### src/design/olid_pkg.sv
// ----------------------------------------------------------------------------
// olid_pkg
// types and constants shared by the ordered list unit files
// ----------------------------------------------------------------------------
`timescale 1ns / 1ps

package olid_pkg;

   localparam int OLID_DEPTH   = 16;
   localparam int OLID_VALUE_W = 32;

   typedef enum logic [1:0] {
      KIND_INS_FRONT = 2'd0,
      KIND_INS_BACK  = 2'd1,
      KIND_DELETE    = 2'd2,
      KIND_DUMP      = 2'd3
   } olid_kind_type;

   typedef enum logic [1:0] {
      STAT_OK        = 2'd0,
      STAT_FULL      = 2'd1,
      STAT_NOT_FOUND = 2'd2,
      STAT_EMPTY     = 2'd3
   } olid_status_type;

   typedef struct packed {
      olid_kind_type                   kind;
      logic signed [OLID_VALUE_W-1:0]  operand_value;
   } olid_req_type;

   typedef struct packed {
      olid_status_type                 status;
      logic signed [OLID_VALUE_W-1:0]  entry_value;
      logic                            last;
   } olid_rsp_type;

endpackage

### src/design/olid_stream_if.sv
// ----------------------------------------------------------------------------
// olid_stream_if
// valid/ready word channel with source and sink views
// ----------------------------------------------------------------------------
`timescale 1ns / 1ps

interface olid_stream_if #(
   parameter type payload_type = olid_pkg::olid_req_type
);
   logic        valid;
   logic        ready;
   payload_type payload;

   modport source (output valid, output payload, input ready);
   modport sink   (input valid, input payload, output ready);
endinterface

### src/design/ordered_list_insert_delete_unit.sv
// order: an insert is done and its word registered in ST_EXEC; a delete walks the
//   list in ST_SCAN and answers from ST_FINISH; a dump reads it out in ST_DUMP
// throughput: one request at a time, the next is taken once the last word is built;
//   a delete walks the list one entry a cycle through the single read port of the
//   entry store; a dump reads it out one word a cycle when not stalled
// reset: synchronous, empties the list; the entry store itself is not cleared
// ----------------------------------------------------------------------------
// ordered_list_insert_delete_unit
// ordered list of signed words kept as a ring in one synchronous memory
// ----------------------------------------------------------------------------
`timescale 1ns / 1ps

module ordered_list_insert_delete_unit #(
   parameter int DEPTH = olid_pkg::OLID_DEPTH
) (
   input  logic         clock,
   input  logic         reset,
   olid_stream_if.sink   req_ch,
   olid_stream_if.source rsp_ch
);

   // ring index, count and sum widths
   localparam int IW = (DEPTH > 1) ? $clog2(DEPTH) : 1;
   localparam int CW = $clog2(DEPTH + 1);
   localparam int SW = CW + 1;
   localparam int VW = olid_pkg::OLID_VALUE_W;

   typedef enum logic [2:0] {
      ST_IDLE,
      ST_EXEC,
      ST_SCAN,
      ST_FINISH,
      ST_DUMP
   } state_type;

   // logical position to ring slot, one compare and subtract
   function automatic logic [IW-1:0] phys_of(input logic [IW-1:0] base,
                                             input logic [CW-1:0] offs);
      logic [SW-1:0] sum;
      sum = SW'(base) + SW'(offs);
      if (sum >= SW'(DEPTH)) begin
         sum = sum - SW'(DEPTH);
      end
      return sum[IW-1:0];
   endfunction

   // control state
   state_type                   state_ff;
   olid_pkg::olid_kind_type     kind_ff;
   logic signed [VW-1:0]        val_ff;
   logic [CW-1:0]               count_ff;
   logic [IW-1:0]               head_ff;
   logic [CW-1:0]               rd_idx_ff;   // next logical entry to read
   logic                        found_ff;
   logic [IW-1:0]               prev_phys_ff; // slot of the entry just examined

   // read pipeline tags, aligned with rd_data_ff
   logic                        rdv_ff;
   logic                        rd_last_ff;
   logic [IW-1:0]               rd_phys_ff;
   logic signed [VW-1:0]        rd_data_ff;

   // output word register
   logic                        out_valid_ff;
   olid_pkg::olid_rsp_type      out_word_ff;

   // entry store, front of list at head_ff
   logic signed [VW-1:0]        mem [DEPTH];

   logic                        out_free;
   logic                        full;
   logic [IW-1:0]               head_dec;
   logic [IW-1:0]               rd_phys;
   logic [IW-1:0]               back_phys;
   logic                        mem_re;
   logic                        mem_we;
   logic [IW-1:0]               mem_waddr;
   logic signed [VW-1:0]        mem_wdata;
   logic                        consume;
   logic                        rd_last_in;

   assign out_free   = !out_valid_ff || rsp_ch.ready;
   assign full       = (count_ff == CW'(DEPTH));
   assign head_dec   = (head_ff == '0) ? IW'(DEPTH - 1) : head_ff - IW'(1);
   assign rd_phys    = phys_of(head_ff, rd_idx_ff);
   assign back_phys  = phys_of(head_ff, count_ff);
   assign rd_last_in = (rd_idx_ff == count_ff - CW'(1));

   assign req_ch.ready   = (state_ff == ST_IDLE);
   assign rsp_ch.valid   = out_valid_ff;
   assign rsp_ch.payload = out_word_ff;

   // read issue: delete scans freely, dump only when the data slot will drain
   always_comb begin
      mem_re  = 1'b0;
      consume = 1'b0;
      case (state_ff)
         ST_SCAN: begin
            mem_re  = (rd_idx_ff != count_ff);
            consume = rdv_ff;
         end
         ST_DUMP: begin
            mem_re  = (rd_idx_ff != count_ff) && (!rdv_ff || out_free);
            consume = rdv_ff && out_free;
         end
         default: begin
            mem_re  = 1'b0;
            consume = 1'b0;
         end
      endcase
   end

   // writes: insert at a ring end, or slide entries behind a deleted one forward
   always_comb begin
      mem_we    = 1'b0;
      mem_waddr = back_phys;
      mem_wdata = val_ff;
      case (state_ff)
         ST_EXEC: begin
            if (out_free && !full) begin
               if (kind_ff == olid_pkg::KIND_INS_FRONT) begin
                  mem_we    = 1'b1;
                  mem_waddr = head_dec;
               end else if (kind_ff == olid_pkg::KIND_INS_BACK) begin
                  mem_we    = 1'b1;
                  mem_waddr = back_phys;
               end
            end
         end
         ST_SCAN: begin
            if (rdv_ff && found_ff) begin
               mem_we    = 1'b1;
               mem_waddr = prev_phys_ff;
               mem_wdata = rd_data_ff;
            end
         end
         default: begin
            mem_we = 1'b0;
         end
      endcase
   end

   // entry store with registered read
   always_ff @(posedge clock) begin
      if (mem_we) begin
         mem[mem_waddr] <= mem_wdata;
      end
      if (mem_re) begin
         rd_data_ff <= mem[rd_phys];
      end
   end

   // read tags
   always_ff @(posedge clock) begin
      if (reset) begin
         rdv_ff <= 1'b0;
      end else if (mem_re) begin
         rdv_ff <= 1'b1;
      end else if (consume) begin
         rdv_ff <= 1'b0;
      end
      if (mem_re) begin
         rd_last_ff <= rd_last_in;
         rd_phys_ff <= rd_phys;
      end
   end

   // sequencer and output word register
   always_ff @(posedge clock) begin
      if (reset) begin
         state_ff     <= ST_IDLE;
         count_ff     <= '0;
         head_ff      <= '0;
         rd_idx_ff    <= '0;
         found_ff     <= 1'b0;
         out_valid_ff <= 1'b0;
      end else begin
         if (out_valid_ff && rsp_ch.ready) begin
            out_valid_ff <= 1'b0;
         end
         if (mem_re) begin
            rd_idx_ff <= rd_idx_ff + CW'(1);
         end
         case (state_ff)
            ST_IDLE: begin
               if (req_ch.valid) begin
                  kind_ff  <= req_ch.payload.kind;
                  val_ff   <= req_ch.payload.operand_value;
                  state_ff <= ST_EXEC;
               end
            end
            ST_EXEC: begin
               case (kind_ff)
                  olid_pkg::KIND_INS_FRONT,
                  olid_pkg::KIND_INS_BACK: begin
                     if (out_free) begin
                        out_valid_ff            <= 1'b1;
                        out_word_ff.status      <= full ? olid_pkg::STAT_FULL
                                                        : olid_pkg::STAT_OK;
                        out_word_ff.entry_value <= val_ff;
                        out_word_ff.last        <= 1'b1;
                        if (!full) begin
                           count_ff <= count_ff + CW'(1);
                           if (kind_ff == olid_pkg::KIND_INS_FRONT) begin
                              head_ff <= head_dec;
                           end
                        end
                        state_ff <= ST_IDLE;
                     end
                  end
                  olid_pkg::KIND_DELETE: begin
                     if (count_ff == '0) begin
                        if (out_free) begin
                           out_valid_ff            <= 1'b1;
                           out_word_ff.status      <= olid_pkg::STAT_EMPTY;
                           out_word_ff.entry_value <= val_ff;
                           out_word_ff.last        <= 1'b1;
                           state_ff                <= ST_IDLE;
                        end
                     end else begin
                        rd_idx_ff <= '0;
                        found_ff  <= 1'b0;
                        state_ff  <= ST_SCAN;
                     end
                  end
                  default: begin
                     if (count_ff == '0) begin
                        if (out_free) begin
                           out_valid_ff            <= 1'b1;
                           out_word_ff.status      <= olid_pkg::STAT_EMPTY;
                           out_word_ff.entry_value <= '0;
                           out_word_ff.last        <= 1'b1;
                           state_ff                <= ST_IDLE;
                        end
                     end else begin
                        rd_idx_ff <= '0;
                        state_ff  <= ST_DUMP;
                     end
                  end
               endcase
            end
            ST_SCAN: begin
               // first match sets found; later entries move one slot forward
               if (rdv_ff) begin
                  prev_phys_ff <= rd_phys_ff;
                  if (!found_ff && (rd_data_ff == val_ff)) begin
                     found_ff <= 1'b1;
                  end
                  if (rd_last_ff) begin
                     state_ff <= ST_FINISH;
                  end
               end
            end
            ST_FINISH: begin
               if (out_free) begin
                  out_valid_ff            <= 1'b1;
                  out_word_ff.status      <= found_ff ? olid_pkg::STAT_OK
                                                      : olid_pkg::STAT_NOT_FOUND;
                  out_word_ff.entry_value <= val_ff;
                  out_word_ff.last        <= 1'b1;
                  if (found_ff) begin
                     count_ff <= count_ff - CW'(1);
                  end
                  state_ff <= ST_IDLE;
               end
            end
            ST_DUMP: begin
               if (consume) begin
                  out_valid_ff            <= 1'b1;
                  out_word_ff.status      <= olid_pkg::STAT_OK;
                  out_word_ff.entry_value <= rd_data_ff;
                  out_word_ff.last        <= rd_last_ff;
                  if (rd_last_ff) begin
                     state_ff <= ST_IDLE;
                  end
               end
            end
            default: begin
               state_ff <= ST_IDLE;
            end
         endcase
      end
   end

endmodule

### src/flat_wrapper.sv
// flat-port wrapper written by rule: the top's interface ports become plain ports
module ordered_list_insert_delete_unit_flat 
#(
   parameter int DEPTH = olid_pkg::OLID_DEPTH
)
  (clock, reset, req_ch_valid, req_ch_payload, req_ch_ready, rsp_ch_valid, rsp_ch_payload, rsp_ch_ready);
  olid_stream_if #(.payload_type(olid_pkg::olid_req_type)) req_ch_i ();
  olid_stream_if #(.payload_type(olid_pkg::olid_rsp_type)) rsp_ch_i ();
  input  logic clock;
  input  logic reset;
  input wire logic [$bits(req_ch_i.valid)-1:0] req_ch_valid;
  input wire logic [$bits(req_ch_i.payload)-1:0] req_ch_payload;
  output wire logic [$bits(req_ch_i.ready)-1:0] req_ch_ready;
  output wire logic [$bits(rsp_ch_i.valid)-1:0] rsp_ch_valid;
  output wire logic [$bits(rsp_ch_i.payload)-1:0] rsp_ch_payload;
  input wire logic [$bits(rsp_ch_i.ready)-1:0] rsp_ch_ready;
  assign req_ch_i.valid = req_ch_valid;
  assign req_ch_i.payload = req_ch_payload;
  assign req_ch_ready = req_ch_i.ready;
  assign rsp_ch_valid = rsp_ch_i.valid;
  assign rsp_ch_payload = rsp_ch_i.payload;
  assign rsp_ch_i.ready = rsp_ch_ready;
  ordered_list_insert_delete_unit #(.DEPTH(DEPTH)) u_core (.clock(clock), .reset(reset), .req_ch(req_ch_i), .rsp_ch(rsp_ch_i));
endmodule
### config.mk
export PLATFORM = sky130hd
export DESIGN_NAME = ordered_list_insert_delete_unit_flat
export DESIGN_NICKNAME = d
export VERILOG_FILES = /design/src/design/olid_pkg.sv /design/src/design/olid_stream_if.sv /design/src/design/ordered_list_insert_delete_unit.sv /design/src/flat_wrapper.sv
export SDC_FILE = /design/constraint.sdc
export NUM_CORES = 1
export LEC_CHECK = 0
export BUFFER_PORTS_ARGS = -buffer_cell sky130_fd_sc_hd__buf_4
export CAP_MARGIN = 20
export CORE_UTILIZATION = 40
export DETAILED_ROUTE_END_ITERATION = 8
export PLACE_DENSITY = 0.57
export SLEW_MARGIN = 40
export SYNTH_ARGS = -nofsm -noshare
export SYNTH_HDL_FRONTEND = slang
export SYNTH_SLANG_ARGS = --single-unit
### constraint.sdc
create_clock -name clock -period 6.2 [get_ports clock]
set_input_delay 0.31 -clock clock [delete_from_list [all_inputs] [get_ports clock]]
set_output_delay 0.31 -clock clock [all_outputs]
set_load 0.05 [all_outputs]
==> summary.md, run 1 <==
| Metric | Value |
|---|---|
| Half-perimeter wire length after placement | `approximately 36000 microns` |
| Relative slew slack | `44.3%` |
| # Post-CTS Setup Buffers | `0` |
| Share of cells above drive strength 1 | `24.9%` |
| Mapped cell area | `around 26000 sq um` |
| Area leader, netlist | `edfxtp_1` |
| Grt total ovfl | `0` |
| CTS clk-pin slew, worst paths | `60 ps` |
| Die Footprint | `65100 sq um` |
| WL per Instance | `between 20 and 30 microns` |
| Slew Limit Fails | `0` |
| Max-cap viol count | `0` |
| Die Y | `255 microns` |
| Register area share after synthesis | `between 70% and 80%` |
| Synthesized area per cell | `approximately 19 sq um` |
| Static Leak | `around 10 nW` |
| CP max FO | `32` |
| First-pass GRT wire length | `about 90000 microns` |
| Share of the synthesized area in the top cell type | `~73%` |
| Skew-Pair Late Insertion Delay | `between 600 and 700 ps` |
| Core box area | `approximately 63000 sq um` |
| Final setup fails | `0` |
| Nets | `about 1.5k` |
| Slew @ Worst Pin | `around 840 ps` |
| CTS tree | `done` |
| Startpoint Class | `flop` |
| DR DRC count | `0` |
| Async S/R FF share, synth | `0%` |
| RSZ-0062 raised after global routing | `no` |
| Setup_tns | `0 ps` |
| Vias in the first global route | `between 10k and 15k` |
| Largest net degree at the start of global routing | `47` |
| Filler instances | `about 5.2k` |
| Warnings, synthesis | `0` |
| EDFF count, synth | `a little over 600` |
| Routed vias/inst | `about 5.5` |
| Crit-path cells | `inv_1, ha_1, and4bb_2, nor4_1, nand2_1, a221o_1, nor4_2, buf_4` |
| Pre-CTS setup slack | `between 2000 and 2500 ps` |
| Std cell rows | `92` |
| Post-synthesis cell count | `approximately 1.3k` |
| Synth cell types | `55` |
| Post-layout util | `a little under half` |
| Primary FF master, synth | `edfxtp_1` |
| Setup CP Type | `reg2reg` |
| VDD IR max | `about 0.22 mV` |
| Clock Skews | `around 44 ps` |
| Synth area leaders | `edfxtp_1, mux4_2, mux2i_1` |
| PD cells | `between 300 and 400 nW/um^2` |
| Post-CTS Resized | `0` |
| Worst path top cell family by delay | `simple AND/OR/NAND/NOR gates` |
| Instance area at placement | `27600 sq um` |
| Via count | `13.0k` |
| #FFs+latches synth | `roughly 640` |
| Starting density of the core | `slightly above 40%` |
| 1st-iter DRT viols | `993` |
| Buffers on Ports | `74` |
| Die W | `255 microns` |
| Area Overhead vs Synth | `17.9%` |
| Clock sinks | `between 600 and 700` |
| Clock Path Buffers | `3` |
| Fmax | `around 250 MHz` |
| Hold Buf Count CTS | `34` |
| Clock buffer count from CTS | `a little over 70` |
| CP max-delay cell | `nor4_1` |
| Setup WS post-layout | `approximately 2200 ps` |
| Required @ worst endpoint | `6400 ps` |
| Status | `complete, no violations` |
| CP peak stage delay | `a little over 700 ps` |
| Post-route design area | `about 30000 sq um` |
| Type of destination of the critical path | `flop` |
| ANT nets after route | `0` |
| I/O pin cnt | `75` |
| Synth Net Count | `between 1k and 1.5k` |
| Buf/Inv on CP | `2` |
| CTS H-tree lvls | `3` |
| Hold Path Class | `in2reg` |
| Final Cycle Share | `roughly 65%` |
| Initial antenna violation count | `1` |
| Ant diodes | `0` |
| Hold Vio Cnt, Final | `0` |
| GRT Util Overall | `19.1%` |
| Min Clock Period, post-route | `4000 ps` |
| DRT Pass-1 Iters | `5` |
| Arr. time, crit path | `4210 ps` |
| GP Congestion | `0.810` |
| CTS Root Cell | `clkbuf_16` |
| Aggregate routed wire length | `~60000 microns` |
==> per-stage QoR <==
| stage | instances | power (mW) | hold slack, ps |
|---|---|---|---|
| 2_1_floorplan | 1320 | 5.15 | 400 |
| 3_3_place_gp | 2218 | 5.29 | 402 |
| 3_5_place_dp | 2221 | 5.30 | 405 |
| 4_1_cts | 2378 | 9.46 | 16.8 |
| 5_1_grt | 2379 | 9.66 | 20.7 |
| 6_report | 2379 | 9.37 | 49.6 |
==> final timing paths <==
check                                end  slack, ps            startpoint  cells past startpoint
setup / recovery      u_core.mem[11][23]       2200    u_core.count_ff[1]                      8
hold / removal             u_core.rdv_ff         50                 reset                      2
setup reg to reg      u_core.mem[11][23]       2200    u_core.count_ff[1]                      8
hold reg to reg   u_core.prev_phys_ff[1]        420  u_core.rd_phys_ff[1]                      0
==> flip-flops by register name, indices dropped and copies added, names as in the netlist <==
name,cells
u_core.state_ff,3
u_core.rsp_ch.valid,1
u_core.val_ff,32
u_core.prev_phys_ff,4
u_core.rd_idx_ff,5
u_core.found_ff,1
u_core.count_ff,5
u_core.mem,512
u_core.rsp_ch.payload,35
u_core.rd_last_ff,1
u_core.rdv_ff,1
u_core.head_ff,4
u_core.rd_data_ff,32
u_core.kind_ff,2
u_core.rd_phys_ff,4
==> metal layers <==
layer | up-vias | track usage (%) | routed length [microns]
met5 | - | 0 | 0
met4 | 0 | 5.00 | 1190
met3 | 78 | 3.80 | 3550
met2 | 380 | 31.0 | 29200
met1 | 6876 | 26.4 | 26600
li1 | 5683 | - | -
==> area by class of cell <==
cell class,count,area [sq um],area share [%]
inverters,15,56.3,0.186
flip-flops and latches,642,19100,63.2
multi-input cells,599,6420,21.2
repair buffers,154,1300,4.30
well taps,846,1060,3.50
clock inverters,36,398,1.32
clock buffers,87,1900,6.29
==> worst reg2reg max path: stages (launching register included) <==
cell	delay, ps
dfxtp_1	510
inv_1	140
ha_1	210
and4bb_2	280
nor4_1	710
nand2_1	370
a221o_1	560
nor4_2	330
buf_4	530
==> layout by cell type (no fill, tap or decap), types with 9 or more instances in the layout <==
| cell | instances |
|---|---|
| nand2_1 | 110 |
| xor2_1 | 15 |
| dfxtp_1 | 20 |
| a22o_1 | 32 |
| inv_1 | 14 |
| xnor2_1 | 38 |
| clkinv_2 | 9 |
| a21oi_1 | 17 |
| clkinv_1 | 14 |
| buf_4 | 114 |
| nor2_1 | 26 |
| ha_1 | 10 |
| nand4_1 | 9 |
| edfxtp_1 | 622 |
| clkbuf_16 | 74 |
| nor3_2 | 9 |
| dlygate4sd3_1 | 34 |
| mux2i_1 | 97 |
| clkbuf_1 | 13 |
| nor4_2 | 9 |
| mux4_2 | 128 |
==> where the power goes <==
group	switching [mW]	internal, mW	total, mW
Clock	1.67	2.48	4.15
Sequential	0.0276	4.79	4.82
Combinational	0.238	0.166	0.404
Total	1.94	7.43	9.37
==> cells in the mapped netlist (2+ instances only) <==
master	n
a211oi_1	6
or3_1	3
buf_1	20
and3_1	5
o211a_1	2
dfxtp_1	20
nor2_1	26
and4_1	2
o211ai_1	4
fa_1	2
o31ai_1	2
clkbuf_1	40
a21oi_1	17
o21ai_0	8
xor2_1	15
a32oi_1	2
nand4_1	9
nor3_1	15
xnor2_1	40
nand3b_1	2
o21bai_1	2
nor4_1	12
nand2b_1	3
a31oi_1	5
or4_4	2
nand2_1	110
buf_4	2
nand3_1	9
ha_1	11
mux2_2	2
buf_6	2
mux4_2	128
nor2b_1	6
nor4b_1	2
inv_1	15
edfxtp_1	622
a22o_1	32
a311o_1	2
mux2i_1	97
==> logic make-up (layout without fill, tap and decap cells) <==
logic type      count (synthesis)  after routing  share of synthesized area, %
xor+xnor                       55             55                          1.88
buf+inv                        79            292                          1.25
mux                           227            227                          15.1
simple gates                  212            212                          3.89
flops                         642            642                          74.5
fa+ha+maj                      13             13                         0.693
compound gates                 92             92                          2.70
(Power assumes the default switching activity.)
==> run 2, diff against run 1 <==
Settings changed: ABC_AREA from default to 1, PLACE_DENSITY 0.57 to 0.55.
Clock period 6.2 ns to 4.2 ns, I/O delays scaled along.
==> run 2 against run 1 <==
The run now ends with design-rule violations left. Register-to-register slack got worse by 1100 ps. Wire length increased by 16%. Setup slack got worse by 1100 ps. Synthesized cell count increased by 53%. Combinational power increased to 9.5 times the previous value. Synthesized area increased by 4.7%. Worst hold slack got worse by 13 ps. Sequential share of layout area decreased by 2.1 points. First-iteration DRC count increased by 41%. Via count increased by 25%. Largest cell class unchanged.
==> summary.md, run 2 <==
| Metric | Value |
|---|---|
| Relative slew slack | `41.8% (was 44.3%)` |
| CTS tree | `done (unchanged)` |
| Mapped cell area | `26800 sq um (was 25600 sq um)` |
| Max-cap viol count | `0 (unchanged)` |
| GRT Util Overall | `20.7% (was 19.1%)` |
| Hold Vio Cnt, Final | `0 (unchanged)` |
| R2R depth | `10 (was 8)` |
| WL met1 | `31900 microns (was 26600 microns)` |
| Initial antenna violation count | `0 (was 1)` |
| Core box area | `66100 sq um (was 63200 sq um)` |
| Filler instances | `5784 (was 5211)` |
| Synthesized area per cell | `13.3 sq um (was 19.4 sq um)` |
| Multi-input gate area | `6470 sq um (was 6420 sq um)` |
| CP peak stage delay | `560 ps (was 710 ps)` |
| Synth cell types | `39 (was 55)` |
| Required @ worst endpoint | `4490 ps (was 6400 ps)` |
| Skew-Pair Late Insertion Delay | `610 ps (about the same)` |
| Pre-CTS setup slack | `1120 ps (was 2280 ps)` |
| Type of destination of the critical path | `flop (unchanged)` |
| Buf/Inv on CP | `1 (was 2)` |
| Clock Skews | `21.0 ps (was 43.9 ps)` |
| Async S/R FF share, synth | `0% (unchanged)` |
| Crit-path cells | `ha_1, fa_1, nand3_1, nand2_1, nor2_1, nand3_1, nor2_1, nand2_1, nor2_4, buf_12 (was inv_1, ha_1, and4bb_2, nor4_1, nand2_1, a221o_1, nor4_2, buf_4)` |
| Post-layout util | `47.3% (was 47.8%)` |
| Share of the synthesized area in the top cell type | `69.6% (was 72.9%)` |
| Final setup fails | `0 (unchanged)` |
| WL per Instance | `22.7 microns (was 25.4 microns)` |
| DR top layer | `met4 (unchanged)` |
| Slew @ Worst Pin | `874 ps (was 836 ps)` |
| Worst path top cell family by delay | `simple AND/OR/NAND/NOR gates (unchanged)` |
| Hold Path Class | `in2reg (unchanged)` |
| Final Non-Filler Cells | `3084 (was 2379)` |
| CP max FO | `23 (was 32)` |
| Largest register FFs | `512 (unchanged)` |
| Largest net degree at the start of global routing | `130 (was 47)` |
| # placed instances | `2927 (was 2221)` |
| DR DRC count | `11 (was 0)` |
| Primary FF master, synth | `edfxtp_1 (unchanged)` |
| Die Footprint | `68100 sq um (was 65100 sq um)` |
| CTS Root Cell | `clkbuf_16 (unchanged)` |
| Arr. time, crit path | `3420 ps (was 4210 ps)` |
| VDD IR max | `0.276 mV (was 0.216 mV)` |
| CP max-delay cell | `nor2_4 (was nor4_1)` |
| Worst hold slack | `36.6 ps (was 49.6 ps)` |
| GP Congestion | `0.914 (was 0.810)` |
| Commonest non-fill, non-tap cells in the layout | `edfxtp_1, inv_1, nand2_1 (was edfxtp_1, mux4_2, buf_4)` |
| Std cell rows | `94 (was 92)` |
| Clock Path Buffers | `3 (unchanged)` |
| Setup_tns | `0 ps (unchanged)` |
| Aggregate routed wire length | `69900 microns (was 60500 microns)` |
| # Post-CTS Setup Buffers | `0 (unchanged)` |
| Area Overhead vs Synth | `16.5% (was 17.9%)` |
| Status | `finished with violations (was complete, no violations)` |
| First-pass GRT wire length | `103000 microns (was 88900 microns)` |
| Setup CP Type | `reg2reg (unchanged)` |
| Warnings, synthesis | `0 (unchanged)` |
| Area leader, netlist | `edfxtp_1 (unchanged)` |
| 1st-iter DRT viols | `1398 (was 993)` |
| Synth Net Count | `2075 (was 1371)` |
| Storage cell area | `19100 sq um (unchanged)` |
| Ant diodes | `0 (unchanged)` |
| Share of cells above drive strength 1 | `13.3% (was 24.9%)` |
| Slew Limit Fails | `0 (unchanged)` |
| Synth area leaders | `edfxtp_1, mux2i_1, o211ai_1 (was edfxtp_1, mux4_2, mux2i_1)` |
| Register area share after synthesis | `71.1% (was 74.5%)` |
| RSZ-0062 raised after global routing | `no (unchanged)` |
| Die Y | `261 microns (was 255 microns)` |
| Vias in the first global route | `15.6k (was 13.3k)` |
| Setup WS post-layout | `1060 ps (was 2200 ps)` |
| Via count | `16.3k (was 13.0k)` |
| Nets | `2220 (was 1534)` |
| Biggest register | `u_core.mem (unchanged)` |
| Post-CTS Resized | `0 (unchanged)` |
| DRT Pass-1 Iters | `8 (was 5)` |
| Post-synthesis cell count | `2024 (was 1320)` |
| Static Leak | `10.7 nW (was 10.3 nW)` |
| Half-perimeter wire length after placement | `41000 microns (was 35500 microns)` |
| Startpoint Class | `flop (unchanged)` |
| Commonest non-fill, non-tap cell in the layout | `edfxtp_1 (unchanged)` |
| Clock sinks | `642 (unchanged)` |
| Hold path cells | `4 (was 2)` |
| Min Clock Period, post-route | `3140 ps (was 4000 ps)` |
| Starting density of the core | `40.6% (was 40.5%)` |
| Total stage count of the critical path | `10 (was 8)` |
| CTS clk-pin slew, worst paths | `60 ps (about the same)` |
| Routed vias/inst | `5.27 (was 5.47)` |
| DR WL met3 | `4120 microns (was 3550 microns)` |
| Failing checks | `design-rule violations` |
| Most common cell in the netlist | `edfxtp_1 (unchanged)` |
| Met2 routed WL | `32100 microns (was 29200 microns)` |
| I/O pin cnt | `75 (unchanged)` |
| CTS H-tree lvls | `3 (unchanged)` |
| EDFF count, synth | `622 (unchanged)` |
| #FFs+latches synth | `642 (unchanged)` |
| PD cells | `551 nW/um^2 (was 310 nW/um^2)` |
| Fmax | `319 MHz (was 250 MHz)` |
| Buffers on Ports | `74 (unchanged)` |
| Die W | `261 microns (was 255 microns)` |
| Clock buffer count from CTS | `69 (was 71)` |
| Grt total ovfl | `0 (unchanged)` |
| ANT nets after route | `0 (unchanged)` |
| Final Cycle Share | `74.7% (was 64.6%)` |
| Synth top cells by count | `edfxtp_1, inv_1, nand2_1, o21ai_0, a21oi_1 (was edfxtp_1, mux4_2, nand2_1, mux2i_1)` |
[run 2: final timing paths]
check                                           from  slack (ps)                     end
worst max-delay path               u_core.head_ff[0]        1060        u_core.mem[9][8]
worst min-delay path                    rsp_ch_ready          40      u_core.state_ff[1]
worst max register to register     u_core.head_ff[0]        1060        u_core.mem[9][8]
worst min register to register  u_core.rd_phys_ff[3]         420  u_core.prev_phys_ff[3]
[run 2: worst reg2reg max path, stage by stage (launching register included)]
cell     delay [ps]
dfxtp_1         450
ha_1            240
fa_1            470
nand3_1         120
nand2_1          70
nor2_1           80
nand3_1         110
nor2_1          150
nand2_1         270
nor2_4          560
buf_12          280
[run 2: final cells by class]
| cell class | count | area share, % |
|---|---|---|
| Sequential cell | 642 | 61.0 |
| Multi-Input combinational cell | 1041 | 20.7 |
| Clock buffer | 91 | 5.99 |
| Timing Repair Buffer | 183 | 5.37 |
| Tap cell | 864 | 3.46 |
| Inverter | 232 | 2.79 |
| Clock inverter | 31 | 0.672 |
[run 2: report_power, final]
| group | internal (mW) | leakage [nW] | total (mW) | switching [mW] |
|---|---|---|---|---|
| sequential | 7.55 | 5.77 | 7.72 | 0.170 |
| clock | 3.26 | 1.01 | 5.68 | 2.42 |
| combinational | 1.24 | 3.87 | 3.83 | 2.60 |
[run 2: per-layer routing]
layer / up-vias / track usage [%]
li1: 7662 / -
met5: - / 0
met1: 8009 / 29.4
met3: 97 / 3.10
met4: 0 / 6.92
met2: 497 / 32.6
[run 2: cells by family after synthesis]
logic type                 share of synthesized area, %
and+or+nand+nor                                    5.67
DFF                                                71.1
muxes                                              4.78
xor gates and xnor gates                           1.08
AOI/OAI and AO/OA                                  11.2
adders and majority gates                         0.662
buffers and inverters                              5.47
[run 2: per-stage QoR]
stage | power, mW | instance area, sq um
final | 17.2 | 31300
after global routing | 18.0 | 31300
after CTS | 17.4 | 31300
after detailed placement | 11.7 | 28800
after global placement | 11.6 | 28800
after floorplan | 10.5 | 26800
[run 2: repair_timing]
item	in CTS	in global routing
endpoints found under the hold margin	45	0
setup endpoints to repair	0	0
hold buffers	35	0
